<file path="src/rtl/core/psl_pkg.sv">
// shared types and constants for the positional sequence list
package psl_pkg;

  localparam int unsigned DEPTH  = 32;
  localparam int unsigned DATA_W = 32;
  localparam int unsigned CNT_W  = $clog2(DEPTH + 1);
  localparam int unsigned IDX_W  = $clog2(DEPTH);

  typedef enum logic [2:0] {
    OP_INS_FIRST = 3'd0,
    OP_INS_LAST  = 3'd1,
    OP_INS_AT    = 3'd2,
    OP_DEL_FIRST = 3'd3,
    OP_DEL_LAST  = 3'd4,
    OP_DEL_AT    = 3'd5,
    OP_DUMP_FWD  = 3'd6,
    OP_DUMP_REV  = 3'd7
  } op_e;

  typedef enum logic [1:0] {
    ST_OK     = 2'd0,
    ST_BADPOS = 2'd1,
    ST_FULL   = 2'd2,
    ST_EMPTY  = 2'd3
  } status_e;

  // what a cell loads on the next edge
  typedef enum logic [2:0] {
    CELL_HOLD,
    CELL_LOAD,
    CELL_PREV,
    CELL_NEXT,
    CELL_WRAP
  } cell_op_e;

endpackage

</file>
<file path="src/rtl/core/psl_if.sv">
// request and response channel interfaces
interface psl_req_if;
  logic        valid;
  logic        ready;
  logic [2:0]  operation;
  logic [31:0] value;
  logic [5:0]  position;

  modport source (output valid, output operation, output value, output position,
                  input ready);
  modport sink (input valid, input operation, input value, input position,
                output ready);
endinterface

interface psl_rsp_if;
  logic        valid;
  logic        ready;
  logic [1:0]  status;
  logic [5:0]  element_count;
  logic [31:0] element_value;
  logic        last;

  modport source (output valid, output status, output element_count,
                  output element_value, output last, input ready);
  modport sink (input valid, input status, input element_count,
                input element_value, input last, output ready);
endinterface

</file>
<file path="src/rtl/core/positional_sequence_list.sv">
// top level: bounded ordered list built as a chain of shifting cells
//
//   channel  dir  payload                                         per request
//   req_i    in   operation, value, position                      one item
//   rsp_o    out  status, element_count, element_value, last      1 or count results
//
// an insert or delete completes on its accepting edge: every cell at or past the slot shifts
// on that edge and the result is registered on that same edge, so edits can follow every cycle
// while the response side keeps taking results. a dump first enters the dump state, then rotates
// the occupied cells by one per cycle while the response is taken and sends the head (or tail)
// word each time; it holds the request side until the last word is sent and leaves the list
// unchanged. reset clears the count, the control and the output register; cell contents are
// left as they are. a stalled response holds its payload and freezes the rotation.
module positional_sequence_list (
  input  logic       clk_i,
  input  logic       rst_ni,
  psl_req_if.sink    req_i,
  psl_rsp_if.source  rsp_o
);

  localparam int unsigned DEPTH = psl_pkg::DEPTH;
  localparam int unsigned DW    = psl_pkg::DATA_W;
  localparam int unsigned CW    = psl_pkg::CNT_W;
  localparam int unsigned IW    = psl_pkg::IDX_W;
  // width that holds both a position and count + 1 for compares
  localparam int unsigned PW    = ((CW > 6) ? CW : 6) + 1;

  typedef enum logic {
    CTL_IDLE,
    CTL_DUMP
  } ctl_state_e;

  ctl_state_e st_q, st_d;
  logic [CW-1:0] cnt_q, cnt_d;
  logic [IW-1:0] dmp_q, dmp_d;
  logic          rev_q, rev_d;

  logic          out_valid_q, out_valid_d;
  logic [1:0]    out_status_q, out_status_d;
  logic [5:0]    out_count_q, out_count_d;
  logic [31:0]   out_value_q, out_value_d;
  logic          out_last_q, out_last_d;

  psl_pkg::cell_op_e cell_op [DEPTH];
  logic [DW-1:0]     cell_word [DEPTH];
  logic [DW-1:0]     new_word;
  logic [DW-1:0]     tail_word;
  logic [CW-1:0]     cnt_m1;

  logic          out_free;
  logic          req_ready;
  logic          req_fire;
  psl_pkg::op_e  req_op;
  logic [PW-1:0] pos_x;
  logic [PW-1:0] cnt_x;
  logic [CW-1:0] ins_idx;
  logic [CW-1:0] del_idx;
  logic          full;
  logic          empty;
  logic          dump_last;

  // the cell chain
  for (genvar g = 0; g < DEPTH; g++) begin : g_cell
    logic [DW-1:0] prev_w;
    logic [DW-1:0] next_w;
    logic [DW-1:0] wrap_w;

    if (g == 0) begin : g_head
      assign prev_w = '0;
      assign wrap_w = tail_word;
    end else begin : g_body
      assign prev_w = cell_word[g-1];
      assign wrap_w = cell_word[0];
    end

    if (g == DEPTH - 1) begin : g_end
      assign next_w = '0;
    end else begin : g_mid
      assign next_w = cell_word[g+1];
    end

    psl_cell u_cell (
      .clk_i  (clk_i),
      .op_i   (cell_op[g]),
      .load_i (new_word),
      .prev_i (prev_w),
      .next_i (next_w),
      .wrap_i (wrap_w),
      .word_o (cell_word[g])
    );
  end

  assign new_word  = DW'(req_i.value);
  assign cnt_m1    = cnt_q - CW'(1);
  assign tail_word = cell_word[cnt_m1[IW-1:0]];

  assign out_free  = !out_valid_q || rsp_o.ready;
  assign req_ready = (st_q == CTL_IDLE) && out_free;
  assign req_fire  = req_i.valid && req_ready;
  assign req_op    = psl_pkg::op_e'(req_i.operation);

  assign pos_x     = PW'(req_i.position);
  assign cnt_x     = PW'(cnt_q);
  assign full      = (cnt_q == CW'(DEPTH));
  assign empty     = (cnt_q == '0);
  assign dump_last = (CW'(dmp_q) == cnt_m1);

  // slot for the insert or delete, 0-based
  always_comb begin
    case (req_op)
      psl_pkg::OP_INS_FIRST: ins_idx = '0;
      psl_pkg::OP_INS_LAST:  ins_idx = cnt_q;
      default:               ins_idx = CW'(pos_x - PW'(1));
    endcase
    case (req_op)
      psl_pkg::OP_DEL_FIRST: del_idx = '0;
      psl_pkg::OP_DEL_LAST:  del_idx = cnt_m1;
      default:               del_idx = CW'(pos_x - PW'(1));
    endcase
  end

  always_comb begin
    st_d         = st_q;
    cnt_d        = cnt_q;
    dmp_d        = dmp_q;
    rev_d        = rev_q;
    out_valid_d  = out_valid_q && !rsp_o.ready;
    out_status_d = out_status_q;
    out_count_d  = out_count_q;
    out_value_d  = out_value_q;
    out_last_d   = out_last_q;
    for (int i = 0; i < DEPTH; i++) begin
      cell_op[i] = psl_pkg::CELL_HOLD;
    end

    unique case (st_q)
      CTL_IDLE: begin
        if (req_fire) begin
          out_valid_d  = 1'b1;
          out_status_d = psl_pkg::ST_OK;
          out_value_d  = '0;
          out_last_d   = 1'b1;
          case (req_op) inside
            psl_pkg::OP_INS_FIRST, psl_pkg::OP_INS_LAST, psl_pkg::OP_INS_AT: begin
              if (full) begin
                out_status_d = psl_pkg::ST_FULL;
              end else if (req_op == psl_pkg::OP_INS_AT &&
                           (pos_x == '0 || pos_x > cnt_x + PW'(1))) begin
                out_status_d = psl_pkg::ST_BADPOS;
              end else begin
                // open a gap at the slot: cells past it take from the left
                for (int i = 0; i < DEPTH; i++) begin
                  if (CW'(i) == ins_idx) begin
                    cell_op[i] = psl_pkg::CELL_LOAD;
                  end else if (CW'(i) > ins_idx) begin
                    cell_op[i] = psl_pkg::CELL_PREV;
                  end
                end
                cnt_d = cnt_q + CW'(1);
              end
            end
            psl_pkg::OP_DEL_FIRST, psl_pkg::OP_DEL_LAST, psl_pkg::OP_DEL_AT: begin
              if (empty) begin
                out_status_d = psl_pkg::ST_EMPTY;
              end else if (req_op == psl_pkg::OP_DEL_AT &&
                           (pos_x == '0 || pos_x > cnt_x)) begin
                out_status_d = psl_pkg::ST_BADPOS;
              end else begin
                // close the gap: cells from the slot on take from the right
                for (int i = 0; i < DEPTH; i++) begin
                  if (CW'(i) >= del_idx) begin
                    cell_op[i] = psl_pkg::CELL_NEXT;
                  end
                end
                cnt_d = cnt_m1;
              end
            end
            default: begin
              if (empty) begin
                out_status_d = psl_pkg::ST_EMPTY;
              end else begin
                // dump results come from the rotation loop
                out_valid_d = out_valid_q && !rsp_o.ready;
                st_d        = CTL_DUMP;
                dmp_d       = '0;
                rev_d       = (req_op == psl_pkg::OP_DUMP_REV);
              end
            end
          endcase
          out_count_d = 6'(cnt_d);
        end
      end
      CTL_DUMP: begin
        if (out_free) begin
          out_valid_d  = 1'b1;
          out_status_d = psl_pkg::ST_OK;
          out_count_d  = 6'(cnt_q);
          out_last_d   = dump_last;
          if (rev_q) begin
            // send the tail, rotate right over the occupied cells
            out_value_d = 32'($signed(tail_word));
            for (int i = 0; i < DEPTH; i++) begin
              if (i == 0) begin
                cell_op[i] = psl_pkg::CELL_WRAP;
              end else if (CW'(i) < cnt_q) begin
                cell_op[i] = psl_pkg::CELL_PREV;
              end
            end
          end else begin
            // send the head, rotate left over the occupied cells
            out_value_d = 32'($signed(cell_word[0]));
            for (int i = 0; i < DEPTH; i++) begin
              if (CW'(i) == cnt_m1) begin
                cell_op[i] = psl_pkg::CELL_WRAP;
              end else if (CW'(i) < cnt_m1) begin
                cell_op[i] = psl_pkg::CELL_NEXT;
              end
            end
          end
          dmp_d = dmp_q + IW'(1);
          if (dump_last) begin
            st_d = CTL_IDLE;
          end
        end
      end
      default: begin
        st_d = CTL_IDLE;
      end
    endcase
  end

  always_ff @(posedge clk_i or negedge rst_ni) begin
    if (!rst_ni) begin
      st_q         <= CTL_IDLE;
      cnt_q        <= '0;
      dmp_q        <= '0;
      rev_q        <= 1'b0;
      out_valid_q  <= 1'b0;
      out_status_q <= '0;
      out_count_q  <= '0;
      out_value_q  <= '0;
      out_last_q   <= 1'b0;
    end else begin
      st_q         <= st_d;
      cnt_q        <= cnt_d;
      dmp_q        <= dmp_d;
      rev_q        <= rev_d;
      out_valid_q  <= out_valid_d;
      out_status_q <= out_status_d;
      out_count_q  <= out_count_d;
      out_value_q  <= out_value_d;
      out_last_q   <= out_last_d;
    end
  end

  assign req_i.ready         = req_ready;
  assign rsp_o.valid         = out_valid_q;
  assign rsp_o.status        = out_status_q;
  assign rsp_o.element_count = out_count_q;
  assign rsp_o.element_value = out_value_q;
  assign rsp_o.last          = out_last_q;

endmodule

</file>
<file path="src/rtl/core/psl_cell.sv">
// one list cell: a data word that loads from a neighbor, new data or the wrap path
module psl_cell (
  input  logic                        clk_i,
  input  psl_pkg::cell_op_e           op_i,
  input  logic [psl_pkg::DATA_W-1:0]  load_i,
  input  logic [psl_pkg::DATA_W-1:0]  prev_i,
  input  logic [psl_pkg::DATA_W-1:0]  next_i,
  input  logic [psl_pkg::DATA_W-1:0]  wrap_i,
  output logic [psl_pkg::DATA_W-1:0]  word_o
);

  logic [psl_pkg::DATA_W-1:0] word_q;
  logic [psl_pkg::DATA_W-1:0] word_d;

  always_comb begin
    case (op_i)
      psl_pkg::CELL_LOAD: word_d = load_i;
      psl_pkg::CELL_PREV: word_d = prev_i;
      psl_pkg::CELL_NEXT: word_d = next_i;
      psl_pkg::CELL_WRAP: word_d = wrap_i;
      default:            word_d = word_q;
    endcase
  end

  always_ff @(posedge clk_i) begin
    word_q <= word_d;
  end

  assign word_o = word_q;

endmodule
</file>
<file path="src/flat_wrapper.sv">
// flat-port wrapper written by rule: the top's interface ports become plain ports
module positional_sequence_list_flat 
  (clk_i, rst_ni, req_i_valid, req_i_operation, req_i_value, req_i_position, req_i_ready, rsp_o_valid, rsp_o_status, rsp_o_element_count, rsp_o_element_value, rsp_o_last, rsp_o_ready);
  psl_req_if req_i_i ();
  psl_rsp_if rsp_o_i ();
  input  logic clk_i;
  input  logic rst_ni;
  input wire logic [$bits(req_i_i.valid)-1:0] req_i_valid;
  input wire logic [$bits(req_i_i.operation)-1:0] req_i_operation;
  input wire logic [$bits(req_i_i.value)-1:0] req_i_value;
  input wire logic [$bits(req_i_i.position)-1:0] req_i_position;
  output wire logic [$bits(req_i_i.ready)-1:0] req_i_ready;
  output wire logic [$bits(rsp_o_i.valid)-1:0] rsp_o_valid;
  output wire logic [$bits(rsp_o_i.status)-1:0] rsp_o_status;
  output wire logic [$bits(rsp_o_i.element_count)-1:0] rsp_o_element_count;
  output wire logic [$bits(rsp_o_i.element_value)-1:0] rsp_o_element_value;
  output wire logic [$bits(rsp_o_i.last)-1:0] rsp_o_last;
  input wire logic [$bits(rsp_o_i.ready)-1:0] rsp_o_ready;
  assign req_i_i.valid = req_i_valid;
  assign req_i_i.operation = req_i_operation;
  assign req_i_i.value = req_i_value;
  assign req_i_i.position = req_i_position;
  assign req_i_ready = req_i_i.ready;
  assign rsp_o_valid = rsp_o_i.valid;
  assign rsp_o_status = rsp_o_i.status;
  assign rsp_o_element_count = rsp_o_i.element_count;
  assign rsp_o_element_value = rsp_o_i.element_value;
  assign rsp_o_last = rsp_o_i.last;
  assign rsp_o_i.ready = rsp_o_ready;
  positional_sequence_list u_core (.clk_i(clk_i), .rst_ni(rst_ni), .req_i(req_i_i), .rsp_o(rsp_o_i));
endmodule
</file>
<file path="config.mk">
export PLATFORM = sky130hd
export DESIGN_NAME = positional_sequence_list_flat
export DESIGN_NICKNAME = d
export VERILOG_FILES = /design/src/rtl/core/psl_pkg.sv /design/src/rtl/core/psl_if.sv /design/src/rtl/core/positional_sequence_list.sv /design/src/rtl/core/psl_cell.sv /design/src/flat_wrapper.sv
export SDC_FILE = /design/constraint.sdc
export NUM_CORES = 2
export LEC_CHECK = 0
export BUFFER_PORTS_ARGS = -buffer_cell sky130_fd_sc_hd__buf_2
export CAP_MARGIN = 30
export CORE_UTILIZATION = 27
export CTS_CLUSTER_SIZE = 16
export DETAILED_ROUTE_END_ITERATION = 7
export MAX_ROUTING_LAYER = met4
export PLACE_DENSITY = 0.39
export SLEW_MARGIN = 20
export SYNTH_ARGS = -nofsm -noshare
export SYNTH_HDL_FRONTEND = slang
export SYNTH_SLANG_ARGS = --single-unit
export TNS_END_PERCENT = 5
</file>
<file path="constraint.sdc">
create_clock -name clk_i -period 17.7 [get_ports clk_i]
set_input_delay 2.655 -clock clk_i [delete_from_list [all_inputs] [get_ports clk_i]]
set_output_delay 2.655 -clock clk_i [all_outputs]
set_load 0.005 [all_outputs]
</file>
# Yosys cells after proc, flatten, opt, wreduce, memory -nomap -nowiden
# Index checks and enable logic that the tools add are counted.
# Widths: inputs -> output; s select.
dict set report op_classes {
  mux 283
  addsub 5
  n_eq_ne 203
  n_reduce_logical 54
  n_lt_le_gt_ge 130
  bitwise_logic 5
}
# op n
set ops {}
lappend ops {{$pmux 32 s4} 31}
lappend ops {{$mux 96} 9}
lappend ops {{$mux 2} 147}
lappend ops {{$eq 3x2->1 const B} 66}
lappend ops {{$eq 5x6->1 const A} 32}
lappend ops {{$lt 5x6->1 const A} 32}
lappend ops {{$pmux 96 s2} 1}
lappend ops {{$bmux 32 s5} 1}
lappend ops {{$mux 32} 5}
lappend ops {{$mux 3} 51}
lappend ops {{$reduce_bool 4->1} 31}
lappend ops {{$eq 3x3->1 const B} 35}
lappend ops {{$eq 3x1->1 const B} 33}
lappend ops {{$eq 4x6->1 const A} 16}
lappend ops {{$ge 5x6->1 const A} 16}
lappend ops {{$gt 5x6->1 const A} 16}
lappend ops {{$lt 4x6->1 const A} 16}
lappend ops {{$pmux 32 s3} 1}
lappend ops {{$pmux 32 s2} 1}
lappend ops {{$eq 3x6->1 const A} 8}
lappend ops {{$ge 4x6->1 const A} 8}
lappend ops {{$gt 4x6->1 const A} 8}
lappend ops {{$lt 3x6->1 const A} 8}
lappend ops {{$mux 6} 8}
lappend ops {{40 further kinds} 100}
dict set report word_totals {
  inputBits 45
  elab_cells 721
  output_inout_bits 43
  reg_bits 1079
}

# Longest topological paths before layout
dict set report logic_depth {
  ltp_word 13
  mapped_depth 19
  ltp_nobuf 13
}

# Hierarchy
# From an unflattened synthesis, not the netlist that was laid out.
dict set report hier_totals {
  cells_unflattened 6346
  area_unflattened_um2 75651.3
}
# mod area_per_inst_um2 seq_area_each_um2 instances cells_each
set by_module_without_submodules {}
lappend by_module_without_submodules {psl_cell 1905.6 960.9 32 147}
lappend by_module_without_submodules {positional_sequence_list 14672.8 1376.3 1 1642}

# Least setup slack after synthesis
# No wires, ideal clock.
dict set report synth_timing {
  path_kind {input port to flip-flop}
  startpoint {input port req_i_position[0]}
  endpoint {register u_core.g_cell[0].u_cell.word_q (netlist bit u_core.g_cell[0].u_cell.word_o[0]) (enable)}
  setup_ns 0.511
  setup_slack_ns 9.535
  stages 8
  arrival_time_ns 7.655
  t_required_ns 17.189
  n_path_buf 0
  cell_sequence {inv_1 -> ha_1 -> nor3b_1 -> mux2_2 -> nor3_1 -> and4_1 -> nor2_1 -> o41ai_1}
}
dict set report synth_between {
  elab_chain_len 12
  word_cells_on_any_way 29
  classes_between {add/sub: 1; order compare: 4; eq/ne: 4; mux: 13; reduce/logical: 7}
}
# item line_no
set synth_rtl {}
lappend synth_rtl {{start: declaration} flat_wrapper.sv:11} ;# input wire logic [$bits(req_i_i.position)-1:0] req_i_position;
lappend synth_rtl {{$sub 6x1->6} {positional_sequence_list.sv:113, positional_sequence_list.sv:118}}
lappend synth_rtl {{$pmux 6 s2 (on tied branches)} {positional_sequence_list.sv:115, positional_sequence_list.sv:110}}
lappend synth_rtl {{$ge 1x6->1 or $gt 1x6->1 (tied branches)} {positional_sequence_list.sv:171, positional_sequence_list.sv:155}}
lappend synth_rtl {{$mux 2 (on tied branches)} {positional_sequence_list.sv:171, positional_sequence_list.sv:155}}
lappend synth_rtl {{$mux 96 or $mux 2 (tied branches)} {positional_sequence_list.sv:165, positional_sequence_list.sv:153}}
lappend synth_rtl {{$mux 96 (on tied branches)} {positional_sequence_list.sv:163, positional_sequence_list.sv:147}}
lappend synth_rtl {{$mux 96 (on tied branches)} {positional_sequence_list.sv:143, positional_sequence_list.sv:145}}
lappend synth_rtl {{$mux 96 *} positional_sequence_list.sv:143} ;# case (req_op) inside
lappend synth_rtl {{$mux 96 *} positional_sequence_list.sv:138} ;# if (req_fire) begin
lappend synth_rtl {{$pmux 96 s2 *} positional_sequence_list.sv:136} ;# unique case (st_q)
lappend synth_rtl {{$eq 3x3->1 (tied with other cells)} psl_cell.sv:16} ;# case (op_i)
lappend synth_rtl {{$reduce_bool 4->1 (no source line) *} -}
lappend synth_rtl {{end signal: assignment} psl_cell.sv:26} ;# word_q <= word_d;
lappend synth_rtl {{end: declaration} psl_cell.sv:12} ;# logic [psl_pkg::DATA_W-1:0] word_q;
# Mark *: on every way between the ends. The rest lies on a longest branch, timed or not.
# A chain may end at the register's enable or synchronous reset.

# Final worst setup path
dict set report layout_timing {
  startpoint {register u_core.cnt_q[1]}
  endpoint {register u_core.g_cell[19].u_cell.word_q (netlist bit u_core.g_cell[19].u_cell.word_o[21]) (enable)}
}
dict set report layout_between {
  elab_chain_len 12
  word_cells_on_any_way 39
  classes_between {add/sub: 2; order compare: 6; eq/ne: 7; mux: 18; reduce/logical: 6}
}
# item line_no
set layout_rtl {}
lappend layout_rtl {{start: declaration} positional_sequence_list.sv:34} ;# logic [CW-1:0] cnt_q, cnt_d;
lappend layout_rtl {{start signal: assignment} positional_sequence_list.sv:245} ;# cnt_q <= cnt_d;
lappend layout_rtl {{$sub 6x1->6} positional_sequence_list.sv:94} ;# assign cnt_m1 = cnt_q - CW'(1);
lappend layout_rtl {{$pmux 6 s2} positional_sequence_list.sv:115} ;# case (req_op)
lappend layout_rtl {{$ge 5x6->1} positional_sequence_list.sv:171} ;# if (CW'(i) >= del_idx) begin
lappend layout_rtl {{$mux 2} positional_sequence_list.sv:171}
lappend layout_rtl {{$mux 96} positional_sequence_list.sv:165} ;# end else if (req_op == psl_pkg::OP_DEL_AT &&
lappend layout_rtl {{$mux 96} positional_sequence_list.sv:163} ;# if (empty) begin
lappend layout_rtl {{$mux 96 (2 in series)} positional_sequence_list.sv:143}
lappend layout_rtl {{$mux 96} positional_sequence_list.sv:138}
lappend layout_rtl {{$pmux 96 s2 *} positional_sequence_list.sv:136}
lappend layout_rtl {{$eq 3x3->1 (tied with other cells)} psl_cell.sv:16}
lappend layout_rtl {{$reduce_bool 4->1 (no source line) *} -}
lappend layout_rtl {{end signal: assignment} psl_cell.sv:26}
lappend layout_rtl {{end: declaration} psl_cell.sv:12}
# Marks and branches as above.

==> key figures <==
STA
  • Slew margin rel.: 22.5%
  • Worst-Margin Slew: roughly 1.2 ns
  • F_max: ~140 MHz
  • WHS: 0.497 ns
  • Final period util: a little over two fifths
  • Unrepaired setup endpoints after global routing: false
  • Fin crit period: 7.37 ns
  • Setup violations, final: 0
  • Post-route setup slack: roughly 10 ns
  • Worst Clk Skew: around 0.065 ns
  • Pins Over Slew Limit: 0
  • Setup tns final: 0 ns
  • Hold Vio Cnt, Final: 0

CTS
  • Clock sinks: between 1000 and 1500
  • CTS Buf Count: around 150
  • H-tree Lvls: 4
  • CTS tree: done
  • Worst-Skew Late Latency: ~0.86 ns
  • CTS Root Cell: clkbuf_16
  • Setup bufs post-CTS: 0
  • CTS Hold Bufs: 0
  • CTS clk-pin slew, worst paths: approximately 0.060 ns
  • Post-CTS sizing: 0
  • CTS Buffer Depth: 3

Placement
  • DP HPWL: about 290 mm
  • PortBufs: just under 90
  • Final GP Congestion: ~0.97
  • Setup Slack @ Placement: between 9 and 10 ns

Run status
  • Failing checks: design-rule violations
  • Status: finished, violations left

Worst setup path
  • Slowest cell on crit path: dfrtp_1
  • CP Launch Type: register
  • Critical path's top delay family: compound AO/OA/AOI/OAI gates
  • Crit-path max cell delay: a little under 1 ns
  • Crit Path Max Fanout: 33
  • Worst path cell trace: ha_1, nand3_1, xnor2_1, ha_1, a21o_1, a21o_1, o211ai_1, nand2_1, a221oi_1, a21bo_2, buf_4, inv_1, nand2_1, buf_4
  • Crit path arrival time: about 8 ns
  • CP Data Required Time: 18.17 ns
  • Register-to-register setup slack: around 10 ns
  • Kind of critical path: register to register
  • CP endpoint kind: register
  • Sum of buffers and inverters on the critical path: 3

Cells and area
  • Area Overhead vs Synth: 13.9%
  • Fin nets: around 6500
  • Share of layout cells above drive strength 1: 16.6%
  • Post-layout util: between 30% and 40%
  • Fillers: roughly 27000

Global routing
  • Largest net degree at the start of global routing: 89
  • Total Routing Usage GR: ~32%
  • Gr ovfl total: 0
  • Initial antenna violation count: 18
  • First-pass GRT wire length: 588 mm
  • Vias in the first global route: around 65000

Min path
  • Worst hold path type: register to register

Power and ir drop
  • Max VDD drop: 0.171 mV
  • Lkg Pwr: about 28 nW
  • Pwr/cell area: 273 nW/um^2

Floorplanning
  • Core Area: approximately 270000 um^2
  • Initial Utilization: between 20% and 30%
  • Core Rows: 189
  • Die area: 270000 um^2
  • Die span in y: between 500 and 600 um
  • Ports: 88
  • Die Span X: 520 um

Route
  • DRT antenna net count: 0
  • DRC: 22
  • DRT Pass-1 Iters: 8
  • Drt initial violations: ~11000
  • Post-DR wirelength/cell: 42.9 um
  • Routed wire length: ~430 mm
  • Vias/cell: 6.70
  • Vias after detailed routing: around 68000

Yosys
  • Cell variety after synth: 107
  • Most instantiated cells after synthesis: 1024 x edfxtp_1, 796 x nand2_1, 648 x clkbuf_1
  • Post-synth ARST share: between 5 and 6%
  • Prevailing post-synth register cell: edfxtp_1
  • Net count after synthesis: 6798
  • Yosys Warn Count: 0
  • Most common cell in the netlist: edfxtp_1
  • Top-area cell type share of the netlist area: between 40% and 50%
  • EDFF count, synth: ~1000
  • Mapped Cells: approximately 6700
  • Synth area leaders: edfxtp_1 43%, mux2i_1 8.5%, mux4_2 8.0%
  • Flops & latches, synth: 1079
  • Yosys top cell by area: edfxtp_1
  • Avg Cell Area, Syn: about 11 um^2
  • Post-synthesis sequential area ratio: between 40% and 50%
  • Mapped Area: ~72000 um^2

Run
  • Max-cap violations: 0
-- logic make-up after synthesis --
logic type / synth area share, %
DFF: 44.4
AOI/OAI and AO/OA: 22.1
adders and majority gates: 0.311
muxes: 16.5
xor gates and xnor gates: 0.254
buffers and inverters: 5.39
and+or+nand+nor: 11.1
-- final timing paths --
path                                                                 from                                       endpoint  cells after the start
worst max-delay path                          u_core.cnt_q[1]$_DFFE_PN0P_  u_core.g_cell[19].u_cell.word_o[21]$_DFFE_PP_                     14
worst min-delay path            u_core.rsp_o.element_value[1]$_DFFE_PN0P_      u_core.rsp_o.element_value[1]$_DFFE_PN0P_                      2
worst max register to register                u_core.cnt_q[1]$_DFFE_PN0P_  u_core.g_cell[19].u_cell.word_o[21]$_DFFE_PP_                     14
worst min register to register  u_core.rsp_o.element_value[1]$_DFFE_PN0P_      u_core.rsp_o.element_value[1]$_DFFE_PN0P_                      2
max in group asynchronous                                          rst_ni                    u_core.cnt_q[0]$_DFFE_PN0P_                      1
min in group asynchronous                                          rst_ni     u_core.rsp_o.element_value[21]$_DFFE_PN0P_                      1
-- final cells by class --
cell class                      count  area [um^2]  share of cell area [%]
Antenna cell                        6         15.0                  0.0182
Clock buffer                      193         3930                    4.77
Multi-Input combinational cell   4693        37400                    45.4
Tap cell                         3533         4420                    5.37
Clock inverter                     80          930                    1.13
Timing Repair Buffer              420         3150                    3.82
Inverter                          117          439                   0.533
Sequential cell                  1079        32100                    39.0
-- sequential cells by signal, indices dropped and copies added, names as in the netlist --
signal / flops
u_core.rev_q: 1
u_core.cnt_q: 6
u_core.rsp_o.valid: 1
u_core.g_cell.u_cell.word_o: 1024
u_core.rsp_o.element_value: 32
u_core.rsp_o.status: 2
u_core.st_q: 1
u_core.rsp_o.last: 1
u_core.dmp_q: 5
u_core.rsp_o.element_count: 6
-- layer usage --
layer / global-route usage (%) / wire (um) / up-vias
met5: - / 0 / -
met4: 17.0 / 26600 / 0
met3: 7.77 / 45100 / 866
met2: 46.0 / 185000 / 4748
met1: 41.8 / 178000 / 35500
li1: - / - / 26700
-- metrics by stage --
step | cell area, um^2 | power, mW | cells
6_report | 82400 | 22.5 | 10100
3_5_place_dp | 77500 | 18.9 | 9839
4_1_cts | 82300 | 22.1 | 10100
3_3_place_gp | 77200 | 18.8 | 9824
2_1_floorplan | 72300 | 12.8 | 6735
5_1_grt | 82400 | 23.0 | 10100
-- placed cells by master (no fill, tap or decap), drive strengths merged, types with 24 or more instances in the layout --
cell    netlist  routed
nand2       797     797
buf         197     418
nor3b        40      40
a211o        65      65
a21oi       134     134
o21ai       399     399
and3         46      46
or2          25      25
o221ai      356     356
inv         115     116
a32o         65      65
a222oi       97      97
mux2i       611     611
dfrtp        55      55
nor4b        34      34
clkinv        2      62
a31oi        88      88
a22oi       221     221
nand4        30      30
o211ai       66      66
nor2b        45      45
a22o         66      66
nor2        209     209
clkbuf      649     195
nor3         72      72
a211oi       24      24
a41oi        36      36
nand3       343     343
a221o       183     183
mux4        256     256
a32oi       101     101
edfxtp     1024    1024
-- worst register-to-register path: stages (launching register included) --
cell,delay (ns)
dfrtp_1,0.99
ha_1,0.68
nand3_1,0.38
xnor2_1,0.30
ha_1,0.29
a21o_1,0.17
a21o_1,0.18
o211ai_1,0.68
nand2_1,0.60
a221oi_1,0.94
a21bo_2,0.32
buf_4,0.57
inv_1,0.16
nand2_1,0.25
buf_4,0.47
-- report_power, final --
group | switching (mW) | leakage, nW | total (mW) | internal, mW
Sequential | 1.69 | 10.7 | 6.81 | 5.12
Clock | 1.33 | 2.35 | 3.13 | 1.80
Combinational | 8.67 | 15.0 | 12.6 | 3.90
Power figures use the tool's default switching activity.
